## src/design/mrfc_pkg.sv

```systemverilog
package mrfc_pkg;

   // CRC-16/MODBUS constants
   localparam logic [15:0] CRC_START = 16'hFFFF;
   localparam logic [15:0] CRC_POLY  = 16'hA001;

   // frame status codes
   localparam logic [2:0] ST_OK    = 3'd0;
   localparam logic [2:0] ST_SHORT = 3'd1;
   localparam logic [2:0] ST_LONG  = 3'd2;
   localparam logic [2:0] ST_CRC   = 3'd3;
   localparam logic [2:0] ST_ADDR  = 3'd4;
   localparam logic [2:0] ST_FUNC  = 3'd5;

   // supported function codes
   localparam logic [7:0] FN_READ_HOLDING = 8'd3;
   localparam logic [7:0] FN_READ_INPUT   = 8'd4;
   localparam logic [7:0] FN_WRITE_SINGLE = 8'd6;

   localparam int MIN_FRAME_BYTES = 4;

   typedef struct packed {
      logic [7:0] data_byte;
      logic       end_of_frame;
   } req_word_type;

   typedef struct packed {
      logic [2:0]  frame_status;
      logic [7:0]  function_code;
      logic [7:0]  register_low;
      logic [15:0] value_word;
      logic [15:0] computed_crc;
      logic [8:0]  frame_length;
   } rsp_word_type;

   // one byte through the reflected CRC, eight bit steps
   function automatic logic [15:0] crc_byte(input logic [15:0] crc, input logic [7:0] b);
      logic [15:0] c;
      c = crc ^ {8'h00, b};
      for (int i = 0; i < 8; i++) begin
         if (c[0]) begin
            c = (c >> 1) ^ CRC_POLY;
         end else begin
            c = c >> 1;
         end
      end
      return c;
   endfunction

endpackage

```

## src/design/mrfc_frame_core.sv

```systemverilog
module mrfc_frame_core import mrfc_pkg::*; #(
   parameter int MAX_FRAME_BYTES = 256
) (
   input  logic         clock,
   input  logic         reset,
   input  logic         step,
   input  req_word_type in_word,
   input  logic [7:0]   station_address,
   output rsp_word_type result
);

   localparam int CNT_W = $clog2(MAX_FRAME_BYTES + 2);
   localparam logic [CNT_W-1:0] CNT_SAT = CNT_W'(MAX_FRAME_BYTES + 1);
   localparam logic [CNT_W-1:0] CNT_MAX = CNT_W'(MAX_FRAME_BYTES);
   localparam logic [CNT_W-1:0] CNT_MIN = CNT_W'(MIN_FRAME_BYTES);

   logic [15:0]      crc_ff, crc_in;
   logic [7:0]       held0_ff, held0_in;
   logic [7:0]       held1_ff, held1_in;
   logic [CNT_W-1:0] cnt_ff, cnt_in;
   logic [7:0]       addr_ff, addr_in;
   logic [7:0]       func_ff, func_in;
   logic [7:0]       reg_ff, reg_in;
   logic [15:0]      value_ff, value_in;
   logic [15:0]      rx_crc;
   logic             func_ok;
   logic [2:0]       status;
   logic [7:0]       b;

   assign b = in_word.data_byte;

   // next frame state for this byte
   always_comb begin
      crc_in   = (cnt_ff >= CNT_W'(2)) ? crc_byte(crc_ff, held0_ff) : crc_ff;
      held0_in = held1_ff;
      held1_in = b;
      addr_in  = (cnt_ff == CNT_W'(0)) ? b : addr_ff;
      func_in  = (cnt_ff == CNT_W'(1)) ? b : func_ff;
      reg_in   = (cnt_ff == CNT_W'(3)) ? b : reg_ff;
      value_in = value_ff;
      if (cnt_ff == CNT_W'(4)) begin
         value_in = {b, value_ff[7:0]};
      end else if (cnt_ff == CNT_W'(5)) begin
         value_in = {value_ff[15:8], b};
      end
      cnt_in = (cnt_ff < CNT_SAT) ? cnt_ff + CNT_W'(1) : cnt_ff;
   end

   // frame check against the trailing pair, high byte first
   assign rx_crc  = {held1_ff, b};
   assign func_ok = (func_in == FN_READ_HOLDING) || (func_in == FN_READ_INPUT) ||
                    (func_in == FN_WRITE_SINGLE);

   always_comb begin
      if (cnt_in < CNT_MIN) begin
         status = ST_SHORT;
      end else if (cnt_in > CNT_MAX) begin
         status = ST_LONG;
      end else if (crc_in != rx_crc) begin
         status = ST_CRC;
      end else if (addr_in != station_address) begin
         status = ST_ADDR;
      end else if (!func_ok) begin
         status = ST_FUNC;
      end else begin
         status = ST_OK;
      end
   end

   always_comb begin
      result.frame_status  = status;
      result.function_code = func_in;
      result.register_low  = reg_in;
      result.value_word    = value_in;
      result.computed_crc  = crc_in;
      result.frame_length  = 9'(cnt_in);
   end

   // frame state; clears after the final byte
   always_ff @(posedge clock) begin
      if (reset || (step && in_word.end_of_frame)) begin
         crc_ff   <= CRC_START;
         held0_ff <= '0;
         held1_ff <= '0;
         cnt_ff   <= '0;
         addr_ff  <= '0;
         func_ff  <= '0;
         reg_ff   <= '0;
         value_ff <= '0;
      end else if (step) begin
         crc_ff   <= crc_in;
         held0_ff <= held0_in;
         held1_ff <= held1_in;
         cnt_ff   <= cnt_in;
         addr_ff  <= addr_in;
         func_ff  <= func_in;
         reg_ff   <= reg_in;
         value_ff <= value_in;
      end
   end

   a_clear_after_eof: assert property (@(posedge clock) disable iff (reset)
      step && in_word.end_of_frame |=> cnt_ff == '0 && crc_ff == CRC_START)
      else $error("frame state not cleared after final byte");

   a_cnt_saturates: assert property (@(posedge clock) disable iff (reset)
      cnt_ff <= CNT_SAT)
      else $error("byte counter beyond saturation");

   a_ok_length: assert property (@(posedge clock) disable iff (reset)
      status == ST_OK |-> cnt_in >= CNT_MIN && cnt_in <= CNT_MAX)
      else $error("accepted status with bad length");

endmodule

```

## config.mk

```make
export PLATFORM = sky130hd
export DESIGN_NAME = mrfc_frame_core
export DESIGN_NICKNAME = d
export VERILOG_FILES = /design/src/design/mrfc_pkg.sv /design/src/design/mrfc_frame_core.sv
export SDC_FILE = /design/constraint.sdc
export NUM_CORES = 1
export LEC_CHECK = 0
export ABC_AREA = 0
export BUFFER_PORTS_ARGS = -buffer_cell sky130_fd_sc_hd__buf_4
export CAP_MARGIN = 30
export CORE_MARGIN = 3
export CORE_UTILIZATION = 47
export CTS_CLUSTER_DIAMETER = 60
export CTS_CLUSTER_SIZE = 8
export DETAILED_ROUTE_END_ITERATION = 8
export PLACE_DENSITY = 0.74
export SYNTH_ARGS = -nofsm -noshare
export SYNTH_HDL_FRONTEND = slang
export SYNTH_SLANG_ARGS = --single-unit
```

## constraint.sdc

```tcl
create_clock -name clock -period 3.15 [get_ports clock]
set_input_delay 0.315 -clock clock [delete_from_list [all_inputs] [get_ports clock]]
set_output_delay 0.315 -clock clock [all_outputs]
set_load 0.02 [all_outputs]
```

==> flow_metrics.env <==
export IMPL_outcome="finished with violations"
export IMPL_violations="negative setup slack"
export IMPL_path_cells="nor4_4 > nand3_4 > buf_12 > mux2i_4 > xnor2_2 > nor4_2 > nand4_1 > nor3_4 > and4b_1 > buf_6"
export IMPL_netlist_instances=512
export IMPL_finalMaxSlewViolations=0
export IMPL_hold_viol=0
export IMPL_synthesis_area_um2=4590
export IMPL_synth_async_reset_ratio=0
export IMPL_place_congestion=0.840
export IMPL_routed_via_density=5.28
export IMPL_crit_family="simple AND/OR/NAND/NOR gates"
export IMPL_final_setup_viol_count=2
export IMPL_final_fill_count=769
export IMPL_ctsHtreeMaxLevel=3
export IMPL_critPathRequiredTime_ns=2.83
export IMPL_clock_sinks=81
export IMPL_crit_path_max_fanout=8
export IMPL_period_minus_slack_ns=3.19
export IMPL_flow_area_growth_from_synthesis_pct=28.0
export IMPL_place_area_um2=5310
export IMPL_synth_ff_type="dfxtp_1"
export IMPL_synth_seq_cells=81
export IMPL_start_util=0.490
export IMPL_n_antenna_cell=0
export IMPL_final_area_um2=5880
export IMPL_grt_use_total=0.213
export IMPL_synth_edff_count=0
export IMPL_fin_nets=614
export IMPL_critPathArrivalTime_ns=2.88
export IMPL_slew_headroom=0.598
export IMPL_wl_met2_mm=5.62
export IMPL_rows=35
export IMPL_max_freq_mhz=313
export IMPL_grt_overflow_total=0
export IMPL_timing_final_ws_setup_ns=-0.0448
export IMPL_core_area_um2=9370
export IMPL_syn_avg_cell_area_um2=8.97
export IMPL_die_w_um=105
export IMPL_totalPowerFinal_mw=2.70
export IMPL_max_stage_delay_ns=0.37
export IMPL_worst_slew_pin_transition_ns=0.600
export IMPL_wl_met1_mm=5.12
export IMPL_path_buf_inv=2
export IMPL_hold_path_class="input pin to flop"
export IMPL_synth_nets=536
export IMPL_drt_total_wl_mm=11.5
export IMPL_synth_cell_types=48
export IMPL_rsz0062_at_grt="true"
export IMPL_ios=80
export IMPL_path_clk_slew_ns=0.09
export IMPL_yosysTopAreaCellShare=0.353
export IMPL_drt_initial_drc_count=233
export IMPL_p_leak_nw=2.63
export IMPL_cts_buffers=9
export IMPL_holdWs_ns=0.290
export IMPL_startpoint_type="flop"
export IMPL_die_y_um=105
export IMPL_grt_max_degree=66
export IMPL_io_buffers=79
export IMPL_clockBufferDepth=2
export IMPL_cts_root_buf="clkbuf_8"
export IMPL_synthTopCellsByArea="dfxtp_1, mux2i_1, xnor2_1, mux2_2, nor2_1"
export IMPL_drive_gt1_frac=0.329
export IMPL_drtPass1Iterations=4
export IMPL_power_density_nw_per_um2=460
export IMPL_fin_skew_ns=0.0108
export IMPL_ff_latch_area_um2=1630
export IMPL_multiInputGateArea_um2=2940
export IMPL_hpwlAfterDp_mm=7.85
export IMPL_fin_crit_sh=1.01
export IMPL_drcViolationCount=0
export IMPL_route_met3_wl_um=596
export IMPL_cpMaxStageDelayCell="nor4_4"
export IMPL_grt_pass1_wl_mm=19.1
export IMPL_grt_pass1_vias=3723
export IMPL_die_area_um2=11000
export IMPL_top_layer="met4"
export IMPL_maxCapViolations=0
export IMPL_cts_tree="built"
export IMPL_end_kind="output pin"
export IMPL_peakVddDrop_uv=266
export IMPL_num_vias=3823
export IMPL_routedWlPerCell_um=15.9
export IMPL_synth_top_area_cell="dfxtp_1"
export IMPL_drtAntennaViolNets=0
export IMPL_seq_area_frac_synth=0.353
export IMPL_yosysWarnings=0
export IMPL_clk_latency_ns=0.36
export IMPL_path_class="flop to output pin"
export IMPL_antenna_found_initial=0
==> cells in the final DEF, fill, tap and decap left out, types with 3 or more instances in the layout <==
master / count
xor2_2: 4
nor4_2: 5
xnor2_2: 8
xnor2_1: 33
mux2i_4: 7
buf_4: 100
dfxtp_1: 76
dfxtp_2: 5
a211oi_1: 5
mux2_2: 30
nor3_1: 13
mux2i_1: 59
nand3_1: 8
and4b_1: 3
nand2_1: 40
nand4_1: 3
clkbuf_8: 10
inv_1: 24
xor2_1: 9
ha_1: 3
mux2i_2: 5
nor2_1: 79
a21oi_1: 7
o21ai_0: 17
==> final timing paths <==
path                 endpoint  slack [ns]  cells after the start        start
setup reg to reg  value_ff[3]        0.88                      8    cnt_ff[5]
hold / removal     addr_ff[7]        0.29                      3   in_word[8]
hold reg to reg   value_ff[5]        0.48                      2  value_ff[5]
setup / recovery   result[59]       -0.04                     10    cnt_ff[2]
==> area by class of cell <==
cell class | instances | share of cell area
Multi-Input combinational cell | 370 | 0.500
Sequential cell | 81 | 0.277
Timing Repair Buffer | 104 | 0.141
Tap cell | 129 | 0.0275
Clock buffer | 10 | 0.0234
Clock inverter | 6 | 0.0153
Inverter | 24 | 0.0153
==> report_power, final <==
part           internal (mW)  leakage [nW]  switching [mW]
registers               1.06         0.660          0.0328
clock network          0.471         0.113           0.394
logic                  0.345          1.86           0.399
total                   1.88          2.63           0.826
==> cells by family (layout without fill, tap and decap cells) <==
family,count (synthesis),count (layout),synth area share
simple gates,165,165,0.168
mux,102,102,0.232
flops,81,81,0.353
buf+inv,61,144,0.0564
xor+xnor,57,57,0.123
compound gates,42,42,0.0570
fa+ha+maj,4,4,0.0109
==> synthesized netlist by cell type, drive strengths merged, types with 2 or more instances <==
| cell type | number |
|---|---|
| dfxtp | 81 |
| nor2 | 80 |
| mux2i | 71 |
| xnor2 | 42 |
| nand2 | 40 |
| mux2 | 31 |
| clkbuf | 26 |
| inv | 24 |
| o21ai | 17 |
| nor3 | 15 |
| xor2 | 13 |
| buf | 11 |
| nand3 | 10 |
| a21oi | 7 |
| nor4 | 6 |
| a211oi | 5 |
| ha | 4 |
| a21o | 3 |
| and4b | 3 |
| nand4 | 3 |
| a31oi | 2 |
| and2 | 2 |
| and3 | 2 |
| nor2b | 2 |
| xnor3 | 2 |
==> tightest hold or removal path, delay by kind of cell <==
family        cells  cell delay [ns]
simple gates      1             0.07
mux               1             0.08
buf+inv           1             0.14
==> registers in the layout, indices dropped and copies added (netlist names) <==
register  count
crc_ff       16
held0_in      8
cnt_ff        9
reg_ff        8
addr_ff       8
func_ff       8
value_ff     16
held0_ff      8
==> metrics by stage <==
stage | instances | setup TNS, ns | util | setup WS [ns]
floorplan | 512 | 0 | - | 0.227
global placement | 697 | 0 | 0.566 | 0.273
detailed placement | 697 | 0 | 0.566 | 0.136
CTS | 724 | -0.0348 | 0.620 | -0.0348
global route | 724 | -0.486 | 0.627 | -0.197
finish | 724 | -0.0479 | 0.627 | -0.0448
==> what timing repair did <==
action | 4_1_cts | 5_1_grt
hold buffers | 0 | 0
cloned | 1 | 0
pin swaps | 13 | 5
buffers inserted | 10 | 0
gates resized for setup | 29 | 15
endpoints found under the setup margin | 3 | 3
==> per-layer routing <==
| layer | GRT usage | vias up |
|---|---|---|
| met4 | 0.0600 | 0 |
| met3 | 0.0432 | 16 |
| li1 | - | 1874 |
| met1 | 0.281 | 1824 |
| met2 | 0.353 | 109 |
| met5 | 0 | - |
Power figures use the tool's default switching activity.
